--- src/rtl/assert_macros.svh ---
// Assertion macros shared by the thermostat RTL.
// No dependencies; included by files that carry concurrent checks.
`ifndef ASSERT_MACROS_SVH
`define ASSERT_MACROS_SVH

// Same-cycle implication, disabled while reset is asserted (active low)
`define SHT_ASSERT_IMP(label, clk, rstn, ante, cons, msg) \
    label: assert property (@(posedge clk) disable iff (!(rstn)) (ante) |-> (cons)) \
        else $error(msg);

// Next-cycle implication, disabled while reset is asserted (active low)
`define SHT_ASSERT_NXT(label, clk, rstn, ante, cons, msg) \
    label: assert property (@(posedge clk) disable iff (!(rstn)) (ante) |=> (cons)) \
        else $error(msg);

`endif

--- src/rtl/sht_pkg.sv ---
// Shared types and constants for the staged heater thermostat.
// No dependencies; imported by every module of the block.
`timescale 1ns / 1ps

package sht_pkg;

    // Sample and field widths
    localparam int SAMPLE_W     = 9;
    localparam int CTL_PER_W    = 8;
    localparam int REP_PER_W    = 8;
    localparam int ROT_PER_W    = 10;
    localparam int CFG_IDX_W    = 3;
    localparam int CFG_DATA_W   = 10;
    localparam int HEATER_W     = 3;
    localparam int RELAY_W      = 4;
    localparam int RELAY_IDX_W  = 2;
    localparam int STATUS_W     = 7;

    // Default history depth
    localparam int AVG_DEPTH_DEF = 10;

    // Register reset values
    localparam logic signed [SAMPLE_W-1:0] OFF_THR_RST  = 9'sd54;
    localparam logic signed [SAMPLE_W-1:0] ST1_THR_RST  = 9'sd46;
    localparam logic signed [SAMPLE_W-1:0] ST2_THR_RST  = 9'sd38;
    localparam logic signed [SAMPLE_W-1:0] ST3_THR_RST  = 9'sd30;
    localparam logic [CTL_PER_W-1:0]       CTL_PER_RST  = 8'd4;
    localparam logic [REP_PER_W-1:0]       REP_PER_RST  = 8'd8;
    localparam logic [ROT_PER_W-1:0]       ROT_PER_RST  = 10'd80;
    localparam logic [RELAY_IDX_W-1:0]     FLOAT_ACT_RST = 2'd3;

    // Configuration register indexes
    typedef enum logic [CFG_IDX_W-1:0] {
        CFG_OFF_THR    = 3'd0,
        CFG_ST1_THR    = 3'd1,
        CFG_ST2_THR    = 3'd2,
        CFG_ST3_THR    = 3'd3,
        CFG_CTL_PERIOD = 3'd4,
        CFG_REP_PERIOD = 3'd5,
        CFG_ROT_PERIOD = 3'd6
    } cfg_idx_t;

    // Per-round schedule decided when the round is accepted
    typedef struct packed {
        logic                   do_control;
        logic                   do_report;
        logic [RELAY_W-1:0]     relay_pre;   // one-hot float relay before rotation
        logic [RELAY_IDX_W-1:0] relay_idx;   // float relay index after rotation
    } event_t;

endpackage

--- src/rtl/sht_avg_lane.sv ---
// One averaging lane: sample history, running sum and a constant divider.
// Depends on sht_pkg.
`timescale 1ns / 1ps

module sht_avg_lane #(
    parameter int AVG_DEPTH = sht_pkg::AVG_DEPTH_DEF
) (
    input  logic                                aclk,
    input  logic                                aresetn,
    input  logic                                push,
    input  logic                                prime,
    input  logic signed [sht_pkg::SAMPLE_W-1:0] sample,
    input  logic                                load,
    output logic signed [sht_pkg::SAMPLE_W-1:0] mean
);
    import sht_pkg::*;

    localparam int DepthW = $clog2(AVG_DEPTH);
    localparam int SumW   = SAMPLE_W + DepthW;
    localparam int ShiftW = SumW + DepthW;
    localparam int RecipW = SumW + 1;
    localparam int ProdW  = SumW + RecipW;
    // ceil(2^ShiftW / depth): exact floor quotient for any SumW-bit magnitude
    localparam longint RecipVal = ((64'd1 << ShiftW) + AVG_DEPTH - 1) / AVG_DEPTH;

    logic signed [SAMPLE_W-1:0] hist_reg [AVG_DEPTH];
    logic signed [SumW-1:0]     sum_reg, sum_next;
    logic [SumW-1:0]            mag;
    logic [ProdW-1:0]           prod_reg;
    logic                       neg_reg;
    logic [SAMPLE_W-1:0]        quot;

    // Running sum: fill on the first round, else drop oldest and add newest
    always_comb begin
        if (prime) begin
            sum_next = SumW'(sample * AVG_DEPTH);
        end else begin
            sum_next = sum_reg - SumW'(hist_reg[0]) + SumW'(sample);
        end
    end

    always_ff @(posedge aclk) begin
        if (!aresetn) begin
            sum_reg <= '0;
        end else if (push) begin
            sum_reg <= sum_next;
        end
    end

    // History shift line, oldest entry at index zero
    always_ff @(posedge aclk) begin
        if (push) begin
            for (int i = 0; i < AVG_DEPTH - 1; i++) begin
                hist_reg[i] <= prime ? sample : hist_reg[i + 1];
            end
            hist_reg[AVG_DEPTH - 1] <= sample;
        end
    end

    // Divide stage: magnitude times reciprocal, sign kept aside
    assign mag = sum_reg[SumW-1] ? SumW'(-sum_reg) : SumW'(sum_reg);

    always_ff @(posedge aclk) begin
        if (load) begin
            prod_reg <= ProdW'(mag) * ProdW'(RecipVal);
            neg_reg  <= sum_reg[SumW-1];
        end
    end

    // Truncation toward zero: divide magnitude, then restore sign
    assign quot = prod_reg[ShiftW +: SAMPLE_W];
    assign mean = neg_reg ? $signed(-quot) : $signed(quot);

endmodule

--- src/rtl/sht_sched.sv ---
// Round scheduler: control, report and rotate counters plus float relay pointer.
// Depends on sht_pkg.
`timescale 1ns / 1ps

module sht_sched (
    input  logic                             aclk,
    input  logic                             aresetn,
    input  logic                             accept,
    input  logic [sht_pkg::CTL_PER_W-1:0]    control_period,
    input  logic [sht_pkg::REP_PER_W-1:0]    report_period,
    input  logic [sht_pkg::ROT_PER_W-1:0]    rotate_period,
    output sht_pkg::event_t                  ev
);
    import sht_pkg::*;

    logic [CTL_PER_W-1:0]   ctl_cnt_reg, ctl_cnt_next, ctl_per;
    logic [REP_PER_W-1:0]   rep_cnt_reg, rep_cnt_next, rep_per;
    logic [ROT_PER_W-1:0]   rot_cnt_reg, rot_cnt_next, rot_per;
    logic [CTL_PER_W:0]     ctl_inc;
    logic [REP_PER_W:0]     rep_inc;
    logic [ROT_PER_W:0]     rot_inc;
    logic [RELAY_IDX_W-1:0] float_act_reg, float_nxt_reg;
    logic                   do_rotate;

    // Zero period behaves as one
    assign ctl_per = (control_period == '0) ? CTL_PER_W'(1) : control_period;
    assign rep_per = (report_period == '0) ? REP_PER_W'(1) : report_period;
    assign rot_per = (rotate_period == '0) ? ROT_PER_W'(1) : rotate_period;

    // Counters wrap once they reach or pass the period
    always_comb begin
        ctl_inc      = {1'b0, ctl_cnt_reg} + 1'b1;
        rep_inc      = {1'b0, rep_cnt_reg} + 1'b1;
        rot_inc      = {1'b0, rot_cnt_reg} + 1'b1;
        ctl_cnt_next = (ctl_inc >= {1'b0, ctl_per}) ? '0 : ctl_inc[CTL_PER_W-1:0];
        rep_cnt_next = (rep_inc >= {1'b0, rep_per}) ? '0 : rep_inc[REP_PER_W-1:0];
        rot_cnt_next = (rot_inc >= {1'b0, rot_per}) ? '0 : rot_inc[ROT_PER_W-1:0];
    end

    assign do_rotate = (rot_cnt_reg == '0);

    always_comb begin
        ev.do_control = (ctl_cnt_reg == '0);
        ev.do_report  = (rep_cnt_reg == '0);
        ev.relay_pre  = RELAY_W'(1) << float_act_reg;
        ev.relay_idx  = do_rotate ? float_nxt_reg : float_act_reg;
    end

    always_ff @(posedge aclk) begin
        if (!aresetn) begin
            ctl_cnt_reg   <= '0;
            rep_cnt_reg   <= '0;
            rot_cnt_reg   <= '0;
            float_act_reg <= FLOAT_ACT_RST;
            float_nxt_reg <= '0;
        end else if (accept) begin
            ctl_cnt_reg <= ctl_cnt_next;
            rep_cnt_reg <= rep_cnt_next;
            rot_cnt_reg <= rot_cnt_next;
            if (do_rotate) begin
                float_act_reg <= float_nxt_reg;
                float_nxt_reg <= float_nxt_reg + 1'b1;
            end
        end
    end

endmodule

--- src/rtl/sht_merge.sv ---
// Merge stage: heater staging from the box mean, status byte, result register.
// Depends on sht_pkg.
`timescale 1ns / 1ps

module sht_merge (
    input  logic                                  aclk,
    input  logic                                  aresetn,
    input  logic                                  load,
    input  logic signed [sht_pkg::SAMPLE_W-1:0]   amb_mean,
    input  logic signed [sht_pkg::SAMPLE_W-1:0]   box_mean,
    input  sht_pkg::event_t                       ev,
    input  logic signed [sht_pkg::SAMPLE_W-1:0]   off_thr,
    input  logic signed [sht_pkg::SAMPLE_W-1:0]   st1_thr,
    input  logic signed [sht_pkg::SAMPLE_W-1:0]   st2_thr,
    input  logic signed [sht_pkg::SAMPLE_W-1:0]   st3_thr,
    output logic signed [sht_pkg::SAMPLE_W-1:0]   ambient_average,
    output logic signed [sht_pkg::SAMPLE_W-1:0]   box_average,
    output logic                                  heater_one_on,
    output logic                                  heater_two_on,
    output logic                                  heater_three_on,
    output logic [sht_pkg::RELAY_IDX_W-1:0]       float_relay_index,
    output logic                                  report_valid,
    output logic [sht_pkg::STATUS_W-1:0]          status_byte
);
    import sht_pkg::*;

    logic [HEATER_W-1:0]    heater_reg, heater_next;
    logic signed [SAMPLE_W-1:0] amb_reg, box_reg;
    logic [RELAY_IDX_W-1:0] relay_reg;
    logic                   report_reg;
    logic [STATUS_W-1:0]    status_reg, status_next;

    // On control rounds stage one holds between thresholds; stages two and three follow theirs
    always_comb begin
        heater_next = heater_reg;
        if (ev.do_control) begin
            if (box_mean > off_thr) begin
                heater_next[0] = 1'b0;
            end else if (box_mean < st1_thr) begin
                heater_next[0] = 1'b1;
            end
            heater_next[1] = (box_mean < st2_thr);
            heater_next[2] = (box_mean < st3_thr);
        end
    end

    // Status taken before this round's updates
    assign status_next = ev.do_report ? {heater_reg, ev.relay_pre} : '0;

    always_ff @(posedge aclk) begin
        if (!aresetn) begin
            heater_reg <= '0;
        end else if (load) begin
            heater_reg <= heater_next;
        end
    end

    always_ff @(posedge aclk) begin
        if (load) begin
            amb_reg    <= amb_mean;
            box_reg    <= box_mean;
            relay_reg  <= ev.relay_idx;
            report_reg <= ev.do_report;
            status_reg <= status_next;
        end
    end

    assign ambient_average   = amb_reg;
    assign box_average       = box_reg;
    assign heater_one_on     = heater_reg[0];
    assign heater_two_on     = heater_reg[1];
    assign heater_three_on   = heater_reg[2];
    assign float_relay_index = relay_reg;
    assign report_valid      = report_reg;
    assign status_byte       = status_reg;

endmodule

--- src/rtl/staged_heater_thermostat_top.sv ---
// Staged heater thermostat: two averaging lanes, scheduler and merge stage.
// Throughput: one round per cycle unless m_ready stalls the output; a round passes
// in order through three stages (sum, reciprocal multiply, result register), which
// pass items on independently and fill bubbles under stall.
// Reset (aresetn, synchronous, active low) restores register defaults,
// clears sums, counters, heaters and valids; the history fills on the first round.
`timescale 1ns / 1ps
`include "assert_macros.svh"

module staged_heater_thermostat_top #(
    parameter int AVG_DEPTH = sht_pkg::AVG_DEPTH_DEF
) (
    input  logic                                aclk,
    input  logic                                aresetn,
    // configuration write port
    input  logic                                cfg_wr_en,
    input  logic [sht_pkg::CFG_IDX_W-1:0]       cfg_index,
    input  logic [sht_pkg::CFG_DATA_W-1:0]      cfg_wr_data,
    // measurement rounds in
    input  logic                                s_valid,
    output logic                                s_ready,
    input  logic signed [sht_pkg::SAMPLE_W-1:0] s_ambient_sample,
    input  logic signed [sht_pkg::SAMPLE_W-1:0] s_box_sample,
    // results out
    output logic                                m_valid,
    input  logic                                m_ready,
    output logic signed [sht_pkg::SAMPLE_W-1:0] m_ambient_average,
    output logic signed [sht_pkg::SAMPLE_W-1:0] m_box_average,
    output logic                                m_heater_one_on,
    output logic                                m_heater_two_on,
    output logic                                m_heater_three_on,
    output logic [sht_pkg::RELAY_IDX_W-1:0]     m_float_relay_index,
    output logic                                m_report_valid,
    output logic [sht_pkg::STATUS_W-1:0]        m_status_byte
);
    import sht_pkg::*;

    logic signed [SAMPLE_W-1:0] off_thr_reg, st1_thr_reg, st2_thr_reg, st3_thr_reg;
    logic [CTL_PER_W-1:0]       ctl_per_reg;
    logic [REP_PER_W-1:0]       rep_per_reg;
    logic [ROT_PER_W-1:0]       rot_per_reg;

    logic   p1_v_reg, p2_v_reg, out_v_reg;
    logic   out_free, p2_free, p1_adv, p2_adv, accept;
    logic   primed_reg;
    event_t ev_new, p1_ev_reg, p2_ev_reg;
    logic signed [SAMPLE_W-1:0] amb_mean, box_mean;

    // Configuration registers
    always_ff @(posedge aclk) begin
        if (!aresetn) begin
            off_thr_reg <= OFF_THR_RST;
            st1_thr_reg <= ST1_THR_RST;
            st2_thr_reg <= ST2_THR_RST;
            st3_thr_reg <= ST3_THR_RST;
            ctl_per_reg <= CTL_PER_RST;
            rep_per_reg <= REP_PER_RST;
            rot_per_reg <= ROT_PER_RST;
        end else if (cfg_wr_en) begin
            unique case (cfg_idx_t'(cfg_index))
                CFG_OFF_THR:    off_thr_reg <= $signed(cfg_wr_data[SAMPLE_W-1:0]);
                CFG_ST1_THR:    st1_thr_reg <= $signed(cfg_wr_data[SAMPLE_W-1:0]);
                CFG_ST2_THR:    st2_thr_reg <= $signed(cfg_wr_data[SAMPLE_W-1:0]);
                CFG_ST3_THR:    st3_thr_reg <= $signed(cfg_wr_data[SAMPLE_W-1:0]);
                CFG_CTL_PERIOD: ctl_per_reg <= cfg_wr_data[CTL_PER_W-1:0];
                CFG_REP_PERIOD: rep_per_reg <= cfg_wr_data[REP_PER_W-1:0];
                CFG_ROT_PERIOD: rot_per_reg <= cfg_wr_data[ROT_PER_W-1:0];
                default: ;
            endcase
        end
    end

    // Stage handshakes: each stage moves on when the one after it is free
    assign out_free = !out_v_reg || m_ready;
    assign p2_free  = !p2_v_reg || out_free;
    assign p2_adv   = p2_v_reg && out_free;
    assign p1_adv   = p1_v_reg && p2_free;
    assign s_ready  = !p1_v_reg || p2_free;
    assign accept   = s_valid && s_ready;
    assign m_valid  = out_v_reg;

    always_ff @(posedge aclk) begin
        if (!aresetn) begin
            p1_v_reg   <= 1'b0;
            p2_v_reg   <= 1'b0;
            out_v_reg  <= 1'b0;
            primed_reg <= 1'b0;
        end else begin
            p1_v_reg  <= accept || (p1_v_reg && !p2_free);
            p2_v_reg  <= p1_adv || (p2_v_reg && !out_free);
            out_v_reg <= p2_adv || (out_v_reg && !m_ready);
            if (accept) begin
                primed_reg <= 1'b1;
            end
        end
    end

    // Schedule travels alongside the lanes
    always_ff @(posedge aclk) begin
        if (accept) begin
            p1_ev_reg <= ev_new;
        end
        if (p1_adv) begin
            p2_ev_reg <= p1_ev_reg;
        end
    end

    sht_sched u_sched (
        .aclk           (aclk),
        .aresetn        (aresetn),
        .accept         (accept),
        .control_period (ctl_per_reg),
        .report_period  (rep_per_reg),
        .rotate_period  (rot_per_reg),
        .ev             (ev_new)
    );

    sht_avg_lane #(.AVG_DEPTH(AVG_DEPTH)) u_lane_amb (
        .aclk    (aclk),
        .aresetn (aresetn),
        .push    (accept),
        .prime   (!primed_reg),
        .sample  (s_ambient_sample),
        .load    (p1_adv),
        .mean    (amb_mean)
    );

    sht_avg_lane #(.AVG_DEPTH(AVG_DEPTH)) u_lane_box (
        .aclk    (aclk),
        .aresetn (aresetn),
        .push    (accept),
        .prime   (!primed_reg),
        .sample  (s_box_sample),
        .load    (p1_adv),
        .mean    (box_mean)
    );

    sht_merge u_merge (
        .aclk              (aclk),
        .aresetn           (aresetn),
        .load              (p2_adv),
        .amb_mean          (amb_mean),
        .box_mean          (box_mean),
        .ev                (p2_ev_reg),
        .off_thr           (off_thr_reg),
        .st1_thr           (st1_thr_reg),
        .st2_thr           (st2_thr_reg),
        .st3_thr           (st3_thr_reg),
        .ambient_average   (m_ambient_average),
        .box_average       (m_box_average),
        .heater_one_on     (m_heater_one_on),
        .heater_two_on     (m_heater_two_on),
        .heater_three_on   (m_heater_three_on),
        .float_relay_index (m_float_relay_index),
        .report_valid      (m_report_valid),
        .status_byte       (m_status_byte)
    );

    // Checks
    `SHT_ASSERT_IMP(a_relay_onehot, aclk, aresetn, m_valid && m_report_valid, $onehot(m_status_byte[RELAY_W-1:0]), "report without exactly one float relay")
    `SHT_ASSERT_IMP(a_quiet_status, aclk, aresetn, m_valid && !m_report_valid, m_status_byte == '0, "status byte set on a non-report round")
    `SHT_ASSERT_IMP(a_stall_full, aclk, aresetn, !s_ready, p1_v_reg && p2_v_reg && out_v_reg, "input stalled with a free stage")
    `SHT_ASSERT_NXT(a_accept_held, aclk, aresetn, accept, p1_v_reg, "accepted round lost from first stage")

endmodule
--- config.mk ---
export PLATFORM = sky130hd
export DESIGN_NAME = staged_heater_thermostat_top
export DESIGN_NICKNAME = d
export VERILOG_FILES = /design/src/rtl/sht_pkg.sv /design/src/rtl/sht_avg_lane.sv /design/src/rtl/sht_sched.sv /design/src/rtl/sht_merge.sv /design/src/rtl/staged_heater_thermostat_top.sv
export VERILOG_INCLUDE_DIRS = /design/src /design/src/rtl
export SDC_FILE = /design/constraint.sdc
export NUM_CORES = 1
export LEC_CHECK = 0
export BUFFER_PORTS_ARGS = -buffer_cell sky130_fd_sc_hd__buf_2
export CORE_MARGIN = 1.5
export CORE_UTILIZATION = 55
export CTS_CLUSTER_DIAMETER = 200
export DETAILED_ROUTE_END_ITERATION = 6
export GPL_TIMING_DRIVEN = 0
export PLACE_DENSITY = 0.76
export SYNTH_ARGS = -nofsm -noshare
export SYNTH_HDL_FRONTEND = slang
export SYNTH_SLANG_ARGS = --single-unit
--- constraint.sdc ---
create_clock -name aclk -period 10.4 [get_ports aclk]
set_clock_uncertainty 0.1 [all_clocks]
set_input_delay 2.08 -clock aclk [delete_from_list [all_inputs] [get_ports aclk]]
set_output_delay 2.08 -clock aclk [all_outputs]
set_load 0.03 [all_outputs]
==> results of run 1 <==
-- power by group through the flow --
stage / clock network, mW / registers, mW / logic (mW)
6_report: 1.28 / 1.90 / 3.76
5_1_grt: 1.36 / 1.91 / 4.36
4_1_cts: 1.30 / 1.90 / 3.80
3_5_place_dp: 0 / 1.93 / 3.75
3_3_place_gp: 0 / 1.93 / 3.58
2_1_floorplan: 0 / 1.93 / 2.90
-- worst register-to-register path, delay by kind of cell (launching register included) --
family | cells | cell delay, ps
buffers and inverters | 4 | 980
XOR/XNOR | 2 | 740
flip-flops | 1 | 350
adder cells (fa/ha/maj) | 6 | 2660
AO/OA/AOI/OAI | 6 | 1060
AND/OR/NAND/NOR | 2 | 440
-- layout make-up --
| class | count | area [um^2] | share of cell area |
|---|---|---|---|
| well taps | 585 | 732.0 | 0.02750 |
| clock buffers | 51 | 1030 | 0.03869 |
| inverters | 344 | 1291 | 0.04851 |
| repair buffers | 69 | 405.4 | 0.01523 |
| plain buffers | 77 | 295.3 | 0.01109 |
| clock inverters | 15 | 121.4 | 0.004560 |
| multi-input cells | 1678 | 12910 | 0.4851 |
| flip-flops and latches | 369 | 9829 | 0.3693 |
-- worst paths after layout --
check	slack, ps	cells after the start	end
worst max register to register	3800	20	u_lane_box.prod_reg[20]
worst min-delay path	320	0	p2_ev_reg[1]
worst min register to register	320	0	p2_ev_reg[1]
worst max-delay path	3800	20	u_lane_box.prod_reg[20]
-- Yosys cell counts, types with 6 or more instances --
library cell	count	area [um^2]
nand2_1	501	1881
clkbuf_1	70	262.8
and2_1	18	112.6
or3_1	11	68.82
nor3b_1	7	52.55
inv_1	342	1284
mux2i_1	11	110.1
nand2b_1	48	300.3
edfxtp_1	244	7327
nor2b_1	17	106.4
nor3_1	23	115.1
ha_1	299	3741
o21a_1	12	90.09
xor2_1	35	306.5
o211ai_1	29	217.7
nand3_1	32	160.2
dfxtp_1	125	2502
o22ai_1	6	37.54
nand4_1	9	56.30
nor4_1	15	93.84
a311oi_1	7	61.31
nor2_1	75	281.5
o21ai_0	64	320.3
and3_1	20	125.1
xnor2_1	83	727.0
fa_1	108	2162
a211o_1	6	52.55
nand3b_1	6	45.04
a31oi_1	14	87.58
a21o_1	30	225.2
a211oi_1	19	142.6
o31ai_1	10	75.07
a21oi_1	96	480.5
-- kinds of logic (layout without fill, tap and decap cells) --
| kind of cell | Yosys count | in the layout | synth area share |
|---|---|---|---|
| simple gates | 802 | 802 | 0.1470 |
| buf+inv | 421 | 556 | 0.06511 |
| fa+ha+maj | 407 | 407 | 0.2428 |
| flops | 369 | 369 | 0.4043 |
| compound gates | 335 | 335 | 0.09120 |
| xor+xnor | 118 | 118 | 0.04251 |
| mux | 16 | 16 | 0.006999 |
-- routing by layer --
layer | vias up | routed length [um] | global-route usage
li1 | 8522 | - | -
met1 | 8403 | 22060 | 0.2925
met2 | 446 | 24800 | 0.4039
met3 | 110 | 2692 | 0.03295
met4 | 0 | 1319 | 0.07237
met5 | - | 0 | 0.002225
-- through the flow --
step	setup slack [ps]	setup TNS (ps)	power (mW)
global placement	-1224	-160650	5.516
CTS	3832	0	7.000
global route	3472	0	7.628
finish	3798	0	6.946
floorplan	1279	0	4.826
detailed placement	3881	0	5.675
==> out/results.txt, run 1 <==
status -> finished, final reports clean
worst setup path start -> u_lane_box.sum_reg[12]
P&R area growth vs syn -> 9.490%
Pwr Density -> 260.9 nW/um^2
placed cells -> 3122
Synth Area per Inst -> 9.850 um^2
post-synthesis sequential area ratio -> 0.4043
HP Class -> reg2reg
cell area after layout -> 26620 um^2
core region area -> 43360 um^2
fin crit period -> 6602 ps
Sw Share -> 0.4042
Comb pwr share -> 0.542
Max-Cap Viols -> 0
clock-pin slew on the worst setup and hold paths -> 60 ps
Worst Tran Pin Value -> 1015 ps
Clock Path Buffers -> 3
dpl hpwl -> 38.58 mm
vias in the first global route -> 17790
Clk Latency, worst-skew pair -> 550 ps
Static Leak -> 12.26 nW
count of input and output buffers -> 66
Final Cycle Share -> 0.6348
gr usage total -> 0.2300
CTS Hold Buffers Added -> 0
die area -> 45470 um^2
DR vias -> 17480
share of power burned in registers -> 0.273
Setup Buffers After CTS -> 0
critical path launch point type -> register
synthesized area -> 24310 um^2
Yosys reg bits -> 369
total grt overflow -> 0
max-slew headroom at the worst pin -> 0.3181
asr flop ratio synth -> 0
dpl cell area -> 25470 um^2
Fin. Hold Viols -> 0
RSZ-0062 raised after global routing -> no
Post-synth EDFFs -> 244
Max Fclk -> 0.1515 GHz
peak supply drop -> 0.1904 mV
Initial Util -> 0.5607
Routed WL -> 50.87 mm
Final Max Tran Viols -> 0
Die Width -> 213.2 um
Final Util -> 0.6139
overall die height -> 213.2 um
clock network fraction of total power -> 0.185
final std cells w/o fill -> 3188
# IOs -> 69
Wirelength per Cell -> 15.96 um
cells after synthesis -> 2468
routability cong. -> 0.9410
Synth Warn # -> 0
Crit path buffers/inverters -> 4
Power Internal -> 4.138 mW
FF-to-FF Start -> u_lane_box.sum_reg[12]
critical path's top delay family -> adder cells
nets@finish -> 3020
fraction of layout cells with a size suffix above 1 -> 0.05878
clk sinks -> 369
origin of the worst min-delay path -> p1_ev_reg[1]
Syn Nets -> 2911
library cells used by synthesis -> 78
DR pass1 iterations -> 5
max incr delay on CP -> 570 ps
initial antenna violation count -> 0
post-route ant nets -> 0
Arr. time, crit path -> 6790 ps
Residual DRC -> 0
Switching Power -> 2.808 mW
Post-synth top flop -> edfxtp_1
critical path class -> reg2reg
most frequent cells in the layout -> 501 x nand2_1, 342 x inv_1, 299 x ha_1
slowest CP cell -> xnor2_1
via/cell ratio -> 5.483
post-CTS sizing -> 0
Rows -> 76
largest net degree at the start of global routing -> 74
CTS root buf -> clkbuf_16
CTS HTree Levels -> 2
Req. time, crit path -> 10580 ps
Critical Path, Cell by Cell -> clkbuf_1, clkbuf_1, o31ai_1, xnor2_1, ha_1, ha_1, xor2_1, fa_1, fa_1, inv_1, fa_1, inv_1, ha_1, and3_1, a31oi_1, o21ai_0, nor2_2, o21bai_2, a211oi_1, a2111oi_2
commonest non-fill, non-tap cell in the layout -> nand2_1
antenna cells -> 0
final setup fails -> 0
Initial DRC Count -> 1182
Fill cells -> 3580
Hold Worst Slack -> 317.3 ps
CTS tree -> done
top fanout value on the critical path -> 10
number of buffers created by CTS -> 38
wire length of the first global-routing pass -> 83.92 mm
critical path capture point type -> register
Note: power is estimated with default switching activity, not from simulation.
==> run 2, diff against run 1 <==
--- a/config.mk
+++ b/config.mk
@@ -6,13 +6,14 @@
 export SDC_FILE = /design/constraint.sdc
 export NUM_CORES = 1
 export LEC_CHECK = 0
+export ABC_AREA = 1
 export BUFFER_PORTS_ARGS = -buffer_cell sky130_fd_sc_hd__buf_2
 export CORE_MARGIN = 1.5
 export CORE_UTILIZATION = 55
 export CTS_CLUSTER_DIAMETER = 200
 export DETAILED_ROUTE_END_ITERATION = 6
 export GPL_TIMING_DRIVEN = 0
-export PLACE_DENSITY = 0.76
+export PLACE_DENSITY = 0.78
 export SYNTH_ARGS = -nofsm -noshare
 export SYNTH_HDL_FRONTEND = slang
 export SYNTH_SLANG_ARGS = --single-unit
==> constraint.sdc (replaced) <==
create_clock -name aclk -period 5.75 [get_ports aclk]
set_clock_uncertainty 0.1 [all_clocks]
set_input_delay 1.15 -clock aclk [delete_from_list [all_inputs] [get_ports aclk]]
set_output_delay 1.15 -clock aclk [all_outputs]
set_load 0.03 [all_outputs]
==> run 2 against run 1 <==
  * Design area is 6.3% higher
  * Sequential share of layout area is 2.2 points lower
  * Die area is 4.6% higher
  * Largest cell class unchanged
==> out/results.txt, run 2 <==
Fin. Hold Viols -> 0 (unchanged)
area share of the largest cell type after synthesis -> 0.2880 (was 0.3014)
Routed WL -> 56.51 mm (was 50.87 mm)
Final Max Tran Viols -> 0 (unchanged)
met2 WL -> 27.50 mm (was 24.80 mm)
routability cong. -> 0.9208 (was 0.9410)
max-slew headroom at the worst pin -> 0.2198 (was 0.3181)
CTS tree -> done (unchanged)
Yosys top cell by area -> edfxtp_1 (unchanged)
synthesized area -> 25440 um^2 (was 24310 um^2)
overall die height -> 218.1 um (was 213.2 um)
Pwr Density -> 531.7 nW/um^2 (was 260.9 nW/um^2)
critical path capture point type -> register (unchanged)
CTS HTree Levels -> 2 (unchanged)
initial antenna violation count -> 1 (was 0)
Max Fclk -> 0.1796 GHz (was 0.1515 GHz)
via/cell ratio -> 5.392 (was 5.483)
origin of the worst min-delay path -> p2_ev_reg[0] (was p1_ev_reg[1])
Residual DRC -> 0 (unchanged)
number of buffers created by CTS -> 40 (was 38)
Initial DRC Count -> 1358 (was 1182)
worst reg2reg endpoint -> u_lane_amb.prod_reg[24] (was u_lane_box.prod_reg[20])
commonest non-fill, non-tap cell in the layout -> nand2_1 (unchanged)
top cells by area, synth -> edfxtp_1 29%, ha_1 15%, nand2_1 11% (was edfxtp_1 30%, ha_1 15%, dfxtp_1 10%)
Yosys reg bits -> 369 (unchanged)
dpl hpwl -> 42.70 mm (was 38.58 mm)
Req. time, crit path -> 5950 ps (was 10580 ps)
total grt overflow -> 0 (unchanged)
fraction of layout cells with a size suffix above 1 -> 0.09282 (was 0.05878)
R2R cell count -> 22 (was 20)
final setup fails -> 0 (unchanged)
asr flop ratio synth -> 0 (unchanged)
Fill cells -> 3780 (was 3580)
vias in the first global route -> 19370 (was 17790)
slowest CP cell -> fa_1 (was xnor2_1)
die area -> 47560 um^2 (was 45470 um^2)
Crit path buffers/inverters -> 3 (was 4)
total power -> 15.05 mW (was 6.946 mW)
Synth Warn # -> 0 (unchanged)
Post-synth top flop -> edfxtp_1 (unchanged)
gr usage total -> 0.2378 (was 0.2300)
count of input and output buffers -> 68 (was 66)
Setup Slack @ Placement -> -460.4 ps (was 3881 ps)
library cells used by synthesis -> 47 (was 78)
Initial Util -> 0.5595 (was 0.5607)
max incr delay on CP -> 560 ps (was 570 ps)
most numerous cell in the Yosys netlist -> nand2_1 (unchanged)
post-route ant nets -> 0 (unchanged)
Hold EP -> u_merge.float_relay_index[0] (was p2_ev_reg[1])
clk sinks -> 369 (unchanged)
critical path depth -> 22 (was 20)
CTS root buf -> clkbuf_16 (unchanged)
Worst Tran Pin Value -> 1169 ps (was 1015 ps)
DR pass1 iterations -> 6 (was 5)
top fanout value on the critical path -> 5 (was 10)
Synth Area per Inst -> 8.684 um^2 (was 9.850 um^2)
cells after synthesis -> 2930 (was 2468)
Arr. time, crit path -> 5760 ps (was 6790 ps)
critical path launch point type -> register (unchanged)
metal3 WL -> 3.026 mm (was 2.692 mm)
clock-pin slew on the worst setup and hold paths -> 60 ps (about the same)
Clk Latency, worst-skew pair -> 550 ps (about the same)
Final Util -> 0.6223 (was 0.6139)
Post-synth EDFFs -> 244 (unchanged)
Die Width -> 218.1 um (was 213.2 um)
wire length of the first global-routing pass -> 91.83 mm (was 83.92 mm)
largest net degree at the start of global routing -> 104 (was 74)
peak supply drop -> 0.6752 mV (was 0.1904 mV)
Final Cycle Share -> 0.9683 (was 0.6348)
HP Class -> reg2reg (unchanged)
Rows -> 78 (was 76)
# IOs -> 69 (unchanged)
hold path cells -> 0 (unchanged)
slack of the worst reg-to-reg path -> 180 ps (was 3800 ps)
Syn Nets -> 3373 (was 2911)
Clock Path Buffers -> 3 (unchanged)
critical path's top delay family -> adder cells (unchanged)
FF-to-FF Start -> u_lane_amb.sum_reg[1] (was u_lane_box.sum_reg[12])
post-synthesis sequential area ratio -> 0.3863 (was 0.4043)
most frequent cells in the layout -> 745 x nand2_1, 501 x inv_1, 289 x ha_1 (was 501 x nand2_1, 342 x inv_1, 299 x ha_1)
P&R area growth vs syn -> 11.23% (was 9.490%)
Static Leak -> 13.85 nW (was 12.26 nW)
routed length on met1 -> 24.70 mm (was 22.06 mm)
critical path class -> reg2reg (unchanged)
Critical Path, Cell by Cell -> inv_2, ha_4, inv_1, nor3_2, nand3_1, nand3b_1, nand2_2, o21ai_1, xor2_2, ha_4, fa_1, fa_1, fa_1, ha_1, ha_2, nand2_1, nor2_2, inv_2, nor3_4, nand4_1, nand4_1, nand2_1 (was clkbuf_1, clkbuf_1, o31ai_1, xnor2_1, ha_1, ha_1, xor2_1, fa_1, fa_1, inv_1, fa_1, inv_1, ha_1, and3_1, a31oi_1, o21ai_0, nor2_2, o21bai_2, a211oi_1, a2111oi_2)
core region area -> 45480 um^2 (was 43360 um^2)
final worst setup slack -> 182.1 ps (was 3798 ps)
DR top layer -> met4 (unchanged)
Wirelength per Cell -> 15.30 um (was 15.96 um)
DR vias -> 19910 (was 17480)
nets@finish -> 3506 (was 3020)
Critical Path Most Common Cell -> fa_1
Max-Cap Viols -> 0 (unchanged)
fin crit period -> 5568 ps (was 6602 ps)
Post-synth top cells -> 751 x nand2_1, 508 x inv_1, 299 x ha_1, 244 x edfxtp_1, 190 x a21oi_1 (was 501 x nand2_1, 342 x inv_1, 299 x ha_1, 244 x edfxtp_1, 125 x dfxtp_1)
status -> finished, final reports clean (unchanged)
-- run 2: what timing repair did --
item / in CTS / in global routing
hold buffers: 0 / 0
setup endpoints to repair: 17 / 17
setup buffers: 1 / 21
resized for setup: 21 / 42
cloned: 0 / 0
pin swaps: 1 / 25
-- run 2: worst reg2reg max path, stage by stage, from the launching register on --
cell      delay [ps]
dfxtp_1          310
inv_2            120
ha_4             140
inv_1             50
nor3_2           180
nand3_1          160
nand3b_1         280
nand2_2          190
o21ai_1          120
xor2_2           320
ha_4             270
fa_1             560
fa_1             450
fa_1             510
ha_1             320
ha_2             380
nand2_1          120
nor2_2           140
inv_2             70
nor3_4           170
nand4_1          180
nand4_1          130
nand2_1           50
-- run 2: layout make-up --
cell class	count	area, um^2	area share
Sequential cell	369	9834	0.3475
Inverter	523	1971	0.06963
Clock buffer	52	1099	0.03882
Timing Repair Buffer	91	533.0	0.01883
Clock inverter	19	132.6	0.004686
Multi-Input combinational cell	1986	13730	0.4851
Antenna cell	1	2.502	0.00008842
Buffer	52	249.0	0.008798
Tap cell	600	750.7	0.02653
-- run 2: how the worst max path moves through the flow --
| stage | from | endpoint | slack [ps] |
|---|---|---|---|
| 2_1_floorplan | u_lane_amb.sum_reg[0] | u_lane_amb.prod_reg[23] | 360 |
| 3_3_place_gp | u_lane_amb.sum_reg[0] | u_lane_amb.prod_reg[25] | -350 |
| 3_5_place_dp | u_lane_amb.sum_reg[0] | u_lane_amb.prod_reg[21] | -460 |
| 4_1_cts | u_lane_box.sum_reg[0] | u_lane_box.prod_reg[23] | 10 |
| 5_1_grt | u_lane_amb.sum_reg[1] | u_lane_amb.prod_reg[24] | -50 |
| 6_report | u_lane_amb.sum_reg[1] | u_lane_amb.prod_reg[24] | 180 |
-- run 2: where the power goes --
part           internal [mW]  total (mW)  switching [mW]
clock network           1.40        2.43            1.03
registers               3.31        3.43           0.125
logic                   3.55        9.19            5.64
-- run 2: metal layers --
layer	up-vias	track usage
met5	-	0
li1	9794	-
met3	97	0.02720
met1	9482	0.3132
met4	0	0.07287
met2	539	0.4104
-- run 2: cells by family after synthesis --
| family | share of synthesized area |
|---|---|
| buffers and inverters | 0.08655 |
| AO/OA/AOI/OAI | 0.08237 |
| adder cells (fa/ha/maj) | 0.2320 |
| AND/OR/NAND/NOR | 0.1843 |
| flip-flops | 0.3863 |
| XOR/XNOR | 0.02842 |
-- run 2: through the flow --
| step | TNS, ps | cell area, um^2 | hold WS [ps] | cells |
|---|---|---|---|---|
| after global routing | -151.3 | 28300 | 321.8 | 3693 |
| final | 0 | 28300 | 318.5 | 3693 |
| after global placement | -2979 | 26530 | 301.9 | 3598 |
| after floorplan | 0 | 25440 | 300.3 | 2930 |
| after CTS | 0 | 27930 | 321.7 | 3671 |
| after detailed placement | -4777 | 26570 | 304.5 | 3599 |
